## src/clcm_pkg.sv

```systemverilog
// Package for the layer cost cell merge block.
// Holds field widths, register and mode codes, and the shared config struct.
package clcm_pkg;

  localparam int GRID_DIM = 4096;
  localparam int COORD_W  = $clog2(GRID_DIM);
  localparam int WIN_W    = COORD_W + 1;
  localparam int COST_W   = 8;
  localparam int CFG_DATA_W = 13;

  typedef enum logic [2:0] {
    REG_MERGE_MODE     = 3'd0,
    REG_LAYER_ENABLED  = 3'd1,
    REG_WINDOW_MIN_X   = 3'd2,
    REG_WINDOW_MIN_Y   = 3'd3,
    REG_WINDOW_MAX_X   = 3'd4,
    REG_WINDOW_MAX_Y   = 3'd5,
    REG_UNKNOWN_CODE   = 3'd6,
    REG_INSCRIBED_CODE = 3'd7
  } reg_idx_t;

  typedef enum logic [1:0] {
    MODE_MAXIMUM     = 2'd0,
    MODE_TRUE_OVR    = 2'd1,
    MODE_OVR_KNOWN   = 2'd2,
    MODE_SAT_ADD     = 2'd3
  } merge_mode_t;

  typedef struct packed {
    merge_mode_t        merge_mode;
    logic               layer_enabled;
    logic [WIN_W-1:0]   window_min_x;
    logic [WIN_W-1:0]   window_min_y;
    logic [WIN_W-1:0]   window_max_x;
    logic [WIN_W-1:0]   window_max_y;
    logic [COST_W-1:0]  unknown_code;
    logic [COST_W-1:0]  inscribed_code;
  } cfg_t;

endpackage

```

## src/clcm_ifs.sv

```systemverilog
// Channel interfaces for the layer cost cell merge block.
// Depends on clcm_pkg for field widths and the register index type.
interface clcm_cell_if;
  import clcm_pkg::*;
  logic                valid;
  logic                ready;
  logic [COORD_W-1:0]  cell_x;
  logic [COORD_W-1:0]  cell_y;
  logic [COST_W-1:0]   layer_cost;
  logic [COST_W-1:0]   master_cost;
  modport source (output valid, cell_x, cell_y, layer_cost, master_cost, input ready);
  modport sink   (input valid, cell_x, cell_y, layer_cost, master_cost, output ready);
endinterface

interface clcm_result_if;
  import clcm_pkg::*;
  logic               valid;
  logic               ready;
  logic [COST_W-1:0]  new_master_cost;
  logic               cell_changed;
  modport source (output valid, new_master_cost, cell_changed, input ready);
  modport sink   (input valid, new_master_cost, cell_changed, output ready);
endinterface

interface clcm_cfg_if;
  import clcm_pkg::*;
  logic                   valid;
  logic                   ready;
  reg_idx_t               index;
  logic [CFG_DATA_W-1:0]  data;
  modport source (output valid, index, data, input ready);
  modport sink   (input valid, index, data, output ready);
endinterface

```

## src/clcm_cfg_regs.sv

```systemverilog
// Configuration register file of the layer cost cell merge block.
// Depends on clcm_pkg and clcm_cfg_if.
module clcm_cfg_regs (
  input  logic               clk,
  input  logic               rst,
  clcm_cfg_if.sink           cfg,
  output clcm_pkg::cfg_t     regs
);
  import clcm_pkg::*;

  assign cfg.ready = 1'b1;

  always_ff @(posedge clk) begin
    if (rst) begin
      regs.merge_mode     <= MODE_MAXIMUM;
      regs.layer_enabled  <= 1'b1;
      regs.window_min_x   <= '0;
      regs.window_min_y   <= '0;
      regs.window_max_x   <= '0;
      regs.window_max_y   <= '0;
      regs.unknown_code   <= COST_W'(255);
      regs.inscribed_code <= COST_W'(253);
    end else if (cfg.valid) begin
      case (cfg.index)
        REG_MERGE_MODE:     regs.merge_mode     <= merge_mode_t'(cfg.data[1:0]);
        REG_LAYER_ENABLED:  regs.layer_enabled  <= cfg.data[0];
        REG_WINDOW_MIN_X:   regs.window_min_x   <= cfg.data[WIN_W-1:0];
        REG_WINDOW_MIN_Y:   regs.window_min_y   <= cfg.data[WIN_W-1:0];
        REG_WINDOW_MAX_X:   regs.window_max_x   <= cfg.data[WIN_W-1:0];
        REG_WINDOW_MAX_Y:   regs.window_max_y   <= cfg.data[WIN_W-1:0];
        REG_UNKNOWN_CODE:   regs.unknown_code   <= cfg.data[COST_W-1:0];
        REG_INSCRIBED_CODE: regs.inscribed_code <= cfg.data[COST_W-1:0];
        default: ;
      endcase
    end
  end
endmodule

```

## src/clcm_merge_pipe.sv

```systemverilog
// Input register, merge logic and result register of the cell merge block.
// Depends on clcm_pkg, clcm_cell_if and clcm_result_if.
module clcm_merge_pipe (
  input  logic               clk,
  input  logic               rst,
  input  clcm_pkg::cfg_t     regs,
  clcm_cell_if.sink          cell_in,
  clcm_result_if.source      cell_out
);
  import clcm_pkg::*;

  logic                s1_valid;
  logic [COORD_W-1:0]  s1_x;
  logic [COORD_W-1:0]  s1_y;
  logic [COST_W-1:0]   s1_lc;
  logic [COST_W-1:0]   s1_mc;
  logic                s2_valid;
  logic [COST_W-1:0]   s2_cost;
  logic                s2_changed;

  logic                s1_ready;
  logic                s2_ready;
  logic [WIN_W-1:0]    x_ext;
  logic [WIN_W-1:0]    y_ext;
  logic                in_window;
  logic                lc_unknown;
  logic                mc_unknown;
  logic [COST_W:0]     sum;
  logic [COST_W-1:0]   cap;
  logic [COST_W-1:0]   merged;
  logic [COST_W-1:0]   result;

  assign s2_ready      = !s2_valid || cell_out.ready;
  assign s1_ready      = !s1_valid || s2_ready;
  assign cell_in.ready = s1_ready;

  assign x_ext = {1'b0, s1_x};
  assign y_ext = {1'b0, s1_y};
  assign in_window = (x_ext < WIN_W'(GRID_DIM)) && (y_ext < WIN_W'(GRID_DIM)) &&
                     (x_ext >= regs.window_min_x) && (x_ext < regs.window_max_x) &&
                     (y_ext >= regs.window_min_y) && (y_ext < regs.window_max_y);

  assign lc_unknown = (s1_lc == regs.unknown_code);
  assign mc_unknown = (s1_mc == regs.unknown_code);
  assign sum        = {1'b0, s1_mc} + {1'b0, s1_lc};
  assign cap        = (regs.inscribed_code == '0) ? '0 : regs.inscribed_code - COST_W'(1);

  always_comb begin
    case (regs.merge_mode)
      MODE_MAXIMUM: begin
        if (lc_unknown)                      merged = s1_mc;
        else if (mc_unknown || s1_mc < s1_lc) merged = s1_lc;
        else                                 merged = s1_mc;
      end
      MODE_TRUE_OVR:  merged = s1_lc;
      MODE_OVR_KNOWN: merged = lc_unknown ? s1_mc : s1_lc;
      MODE_SAT_ADD: begin
        if (lc_unknown)                               merged = s1_mc;
        else if (mc_unknown)                          merged = s1_lc;
        else if (sum >= {1'b0, regs.inscribed_code}) merged = cap;
        else                                          merged = sum[COST_W-1:0];
      end
      default: merged = s1_mc;
    endcase
  end

  assign result = (regs.layer_enabled && in_window) ? merged : s1_mc;

  always_ff @(posedge clk) begin
    if (rst) begin
      s1_valid <= 1'b0;
      s2_valid <= 1'b0;
    end else begin
      if (s1_ready) s1_valid <= cell_in.valid;
      if (s2_ready) s2_valid <= s1_valid;
    end
  end

  always_ff @(posedge clk) begin
    if (cell_in.valid && s1_ready) begin
      s1_x  <= cell_in.cell_x;
      s1_y  <= cell_in.cell_y;
      s1_lc <= cell_in.layer_cost;
      s1_mc <= cell_in.master_cost;
    end
    if (s1_valid && s2_ready) begin
      s2_cost    <= result;
      s2_changed <= (result != s1_mc);
    end
  end

  assign cell_out.valid           = s2_valid;
  assign cell_out.new_master_cost = s2_cost;
  assign cell_out.cell_changed    = s2_changed;
endmodule

```

## src/cost_layer_cell_merge_core.sv

```systemverilog
// Top level of the layer cost cell merge block.
// Depends on clcm_pkg, the channel interfaces, clcm_cfg_regs and clcm_merge_pipe.
//
//   channel   | dir | fields
//   cell_in   | in  | cell_x, cell_y, layer_cost, master_cost
//   cell_out  | out | new_master_cost, cell_changed
//   cfg       | in  | index, data (always ready)
//
// One word per cycle sustained while cell_out does not stall; a word
// passes the input register, then the result register after compare/add/select.
// Reset clears both stage valids and loads the register reset values.
// A stall at cell_out holds the result; cell_in still takes a word
// while the input register is free.
module cost_layer_cell_merge_core (
  input  logic           clk,
  input  logic           rst,
  clcm_cell_if.sink      cell_in,
  clcm_result_if.source  cell_out,
  clcm_cfg_if.sink       cfg
);
  import clcm_pkg::*;

  cfg_t regs;

  clcm_cfg_regs u_cfg_regs (
    .clk  (clk),
    .rst  (rst),
    .cfg  (cfg),
    .regs (regs)
  );

  clcm_merge_pipe u_merge_pipe (
    .clk      (clk),
    .rst      (rst),
    .regs     (regs),
    .cell_in  (cell_in),
    .cell_out (cell_out)
  );
endmodule

```

## src/flat_wrapper.sv

```systemverilog
// flat-port wrapper written by rule: the top's interface ports become plain ports
module cost_layer_cell_merge_core_flat import clcm_pkg::*;
  (clk, rst, cell_in_valid, cell_in_cell_x, cell_in_cell_y, cell_in_layer_cost, cell_in_master_cost, cell_in_ready, cell_out_valid, cell_out_new_master_cost, cell_out_cell_changed, cell_out_ready, cfg_valid, cfg_index, cfg_data, cfg_ready);
  clcm_cell_if cell_in_i ();
  clcm_result_if cell_out_i ();
  clcm_cfg_if cfg_i ();
  input  logic clk;
  input  logic rst;
  input wire logic [$bits(cell_in_i.valid)-1:0] cell_in_valid;
  input wire logic [$bits(cell_in_i.cell_x)-1:0] cell_in_cell_x;
  input wire logic [$bits(cell_in_i.cell_y)-1:0] cell_in_cell_y;
  input wire logic [$bits(cell_in_i.layer_cost)-1:0] cell_in_layer_cost;
  input wire logic [$bits(cell_in_i.master_cost)-1:0] cell_in_master_cost;
  output wire logic [$bits(cell_in_i.ready)-1:0] cell_in_ready;
  output wire logic [$bits(cell_out_i.valid)-1:0] cell_out_valid;
  output wire logic [$bits(cell_out_i.new_master_cost)-1:0] cell_out_new_master_cost;
  output wire logic [$bits(cell_out_i.cell_changed)-1:0] cell_out_cell_changed;
  input wire logic [$bits(cell_out_i.ready)-1:0] cell_out_ready;
  input wire logic [$bits(cfg_i.valid)-1:0] cfg_valid;
  input wire logic [$bits(cfg_i.index)-1:0] cfg_index;
  input wire logic [$bits(cfg_i.data)-1:0] cfg_data;
  output wire logic [$bits(cfg_i.ready)-1:0] cfg_ready;
  assign cell_in_i.valid = cell_in_valid;
  assign cell_in_i.cell_x = cell_in_cell_x;
  assign cell_in_i.cell_y = cell_in_cell_y;
  assign cell_in_i.layer_cost = cell_in_layer_cost;
  assign cell_in_i.master_cost = cell_in_master_cost;
  assign cell_in_ready = cell_in_i.ready;
  assign cell_out_valid = cell_out_i.valid;
  assign cell_out_new_master_cost = cell_out_i.new_master_cost;
  assign cell_out_cell_changed = cell_out_i.cell_changed;
  assign cell_out_i.ready = cell_out_ready;
  assign cfg_i.valid = cfg_valid;
  assign cfg_i.index = cfg_index;
  assign cfg_i.data = cfg_data;
  assign cfg_ready = cfg_i.ready;
  cost_layer_cell_merge_core u_core (.clk(clk), .rst(rst), .cell_in(cell_in_i), .cell_out(cell_out_i), .cfg(cfg_i));
endmodule
```

## config.mk

```make
export PLATFORM = sky130hd
export DESIGN_NAME = cost_layer_cell_merge_core_flat
export DESIGN_NICKNAME = d
export VERILOG_FILES = /design/src/clcm_pkg.sv /design/src/clcm_ifs.sv /design/src/clcm_cfg_regs.sv /design/src/clcm_merge_pipe.sv /design/src/cost_layer_cell_merge_core.sv /design/src/flat_wrapper.sv
export SDC_FILE = /design/constraint.sdc
export NUM_CORES = 1
export LEC_CHECK = 0
export BUFFER_PORTS_ARGS = -buffer_cell sky130_fd_sc_hd__buf_2
export CAP_MARGIN = 5
export CELL_PAD_IN_SITES_DETAIL_PLACEMENT = 2
export CELL_PAD_IN_SITES_GLOBAL_PLACEMENT = 2
export CORE_ASPECT_RATIO = 2
export CORE_MARGIN = 5
export CORE_UTILIZATION = 37
export DETAILED_ROUTE_END_ITERATION = 10
export PLACE_DENSITY = 0.86
export SETUP_SLACK_MARGIN = 0.1
export SLEW_MARGIN = 20
export SYNTH_ARGS = -nofsm -noshare
export SYNTH_HDL_FRONTEND = slang
export SYNTH_SLANG_ARGS = --single-unit
```

## constraint.sdc

```tcl
create_clock -name clk -period 4.8 [get_ports clk]
set_input_delay 0.24 -clock clk [delete_from_list [all_inputs] [get_ports clk]]
set_output_delay 0.24 -clock clk [all_outputs]
set_load 0.01 [all_outputs]
```

==> flow_summary.toml <==
[run_status]
outcome = "complete, no violations"

[global_routing]
grt_pass1_vias = 8701
grt_max_degree = 74
track_usage_pct = 33.2
globalRouteOverflowTotal = 0
antenna_found_initial = 0
grt_pass1_wl_um = 55100

[sta]
fin_crit_ns = 4.63
rsz0062_at_grt = "true"
hold_slack_ns = 0.0219
hold_violations = 0
maxSlewHeadroom_pct = 25.2
maxSlewViolCount = 0
max_freq_mhz = 216
setup_viol = 0
finClkSkew_ns = 0.0112
finalSetupTns_ns = 0
worst_slew_pin_slew_ns = 1.12
period_share_pct = 96.4

[synthesis]
yosys_warnings = 0
synthTopCellsByArea = "edfxtp_1, dfxtp_1, ha_1"
synth_ff_type = "dfxtp_1"
synth.avg_cell_area_um2 = 8.81
synth_top_cell_area_share_pct = 19.9
syn-instance-count = 837
netlist-cell-type-count = 77
postSynth.asyncResetShare_pct = 0
synth_edf_count = 49
ys_ff_latch = 122
yosys.area.top_type = "edfxtp_1"
syn-num-nets = 971
ys_seq_area_share_pct = 39.8
netlist_area_um2 = 7380

[clocking]
clock_path_buffers = 2
clk_pin_slew_worst_paths_ns = 0.07
cts_sinks = 122
clk_latency_ns = 0.45
cts_tree = "yes"
cts-root-buf = "clkbuf_16"
cts_inserted_buffers = 17
htree_levels = 4

[route]
drt-total-wl_um = 37200
drt-initial-drc-count = 356
drtAntennaViolNets = 0
num_vias = 7505
firstDrtPassIters = 4
routed_via_density = 6.03
drc = 0
detail_route.wl_per_cell_um = 29.9

[final_layout]
multi_input_area_um2 = 4100
final_common_cell = "nand2_1"
final_cell_mix = "nand2_1, a21oi_1, inv_1"
nFillCells = 2166
antennaDiodeCount = 0
nets = 1104
drive_gt1_share_pct = 17.3
finalInstanceArea_um2 = 9250
syn2layout_area_growth_pct = 25.4
seq_area_um2 = 2930

[die]
fp-row-count = 73
boundaryPins = 73
die_w_um = 110
start_util_pct = 37.4
fp.coreArea_um2 = 19700
die_y_um = 210
dieArea_um2 = 23000

[power_and_ir_drop]
finalPower_uw = 3080
p_leak_uw = 0.00361
powerDensity_nw_per_um2 = 333
ir_worst_vdd_uv = 343

[place]
place_area_um2 = 8150
place_hpwl_um = 22900
port_buffers = 71
gp_congestion = 0.965

[worst_setup_path]
critPathRequiredTime_ns = 4.99
critPathKind = "reg -> reg"
start_kind = "flop"
crit_arrival_ns = 4.81
end_kind = "flop"
critPathMaxFanout = 3

[worst_hold_path]
hp-class = "in -> reg"

[run]
max_cap_viol_count = 0
synth_stat cells (all sizes together) (3+ instances only):
cell / number
a211o: 14
nand2b: 8
xnor2: 20
nor2: 41
nand3: 7
o21a: 4
o211ai: 5
or2: 6
o22ai: 8
or3: 3
edfxtp: 49
or4: 3
xor2: 3
nand2: 139
nor2b: 16
o31ai: 4
a21boi: 3
nand4b: 4
a2111o: 3
and4: 6
buf: 8
mux2i: 5
o21ai: 34
a21oi: 84
clkbuf: 23
inv: 77
a221oi: 5
ha: 72
and3: 3
nand3b: 8
nor3b: 4
nand4: 9
a22o: 3
nor3: 17
nor4: 4
a31oi: 8
a22oi: 4
a21o: 12
a211oi: 9
dfxtp: 73
critical path, stage by stage (launching register included):
cell and delay, ns:
edfxtp_1 0.40, ha_2 0.22, inv_2 0.05, fa_2 0.42, nor3_4 0.30, nor3_1 0.12
xor2_1 0.39, ha_1 0.35, a211oi_1 0.30, o21a_1 0.25, o21a_1 0.21, nand2_1 0.12
buf_4 0.17, o21ai_0 0.35, o21ba_2 0.21, o22ai_1 0.12, nor4_2 0.31, o21ai_1 0.10
per-layer routing:
metal	up-vias	track usage, %	share of wire (%)
met1	3746	29.3	31
li1	3247	-	-
met2	310	61.2	55
met5	-	0	0
met4	0	28.6	11
met3	202	5.82	3.7
where the power goes:
group | switching [uW] | internal [uW] | total (uW) | leakage, uW
Sequential | 42.5 | 1120 | 1170 | 0.00107
Combinational | 345 | 212 | 557 | 0.00225
Clock | 528 | 827 | 1350 | 0.000287
final timing paths:
check	cells after the start	slack, ns	to	start
hold / removal	1	0.02	u_core.u_merge_pipe.s1_lc[2]	cell_in_layer_cost[2]
setup / recovery	17	0.17	u_core.u_merge_pipe.cell_out.cell_changed	u_core.u_merge_pipe.s1_mc[0]
setup reg to reg	17	0.17	u_core.u_merge_pipe.cell_out.cell_changed	u_core.u_merge_pipe.s1_mc[0]
hold reg to reg	2	0.46	u_core.u_cfg_regs.regs[49]	u_core.u_cfg_regs.regs[49]
state kept, by name (all words and copies together) (netlist names):
register and flops:
u_core.u_cfg_regs.regs 71, u_core.u_merge_pipe.cell_out.cell_changed 1, u_core.u_merge_pipe.cell_out.new_master_cost 8, u_core.u_merge_pipe.cell_out.valid 1, u_core.u_merge_pipe.s1_lc 8, u_core.u_merge_pipe.s1_mc 8, u_core.u_merge_pipe.s1_valid 1, u_core.u_merge_pipe.s1_x 12
u_core.u_merge_pipe.s1_y 12
layout make-up:
cell class | instances | area share, %
multi-input combinational | 607 | 44.3
timing repair buffer | 145 | 10.8
inverter | 77 | 3.12
clock inverter | 12 | 1.62
tap | 262 | 3.54
clock buffer | 20 | 4.83
sequential | 122 | 31.7
repair_timing:
| action | CTS | global route |
|---|---|---|
| setup endpoints to repair | 2 | 1 |
| cloned | 0 | 0 |
| hold buffers | 36 | 1 |
| buffers inserted | 2 | 6 |
| endpoints found under the hold margin | 36 | 1 |
| gates resized for setup | 5 | 11 |
| pin swaps | 2 | 16 |
metrics by stage:
stage               util, %  instances  worst slack (ns)
global route           46.9       1245            0.0674
global placement       41.3       1168           -0.0142
CTS                    46.4       1238             0.114
finish                 46.9       1245             0.174
floorplan                 -        837             0.432
detailed placement     41.3       1168            -0.113
cells by family after synthesis:
group | count (synthesis) | share of synthesized area (%)
AOI/OAI and AO/OA | 223 | 19.9
xor gates and xnor gates | 23 | 2.73
adders and majority gates | 73 | 12.5
buffers and inverters | 108 | 5.77
DFF | 122 | 39.8
muxes | 6 | 0.831
other | 1 | 0.0508
and+or+nand+nor | 281 | 18.5
Power figures use the tool's default switching activity.
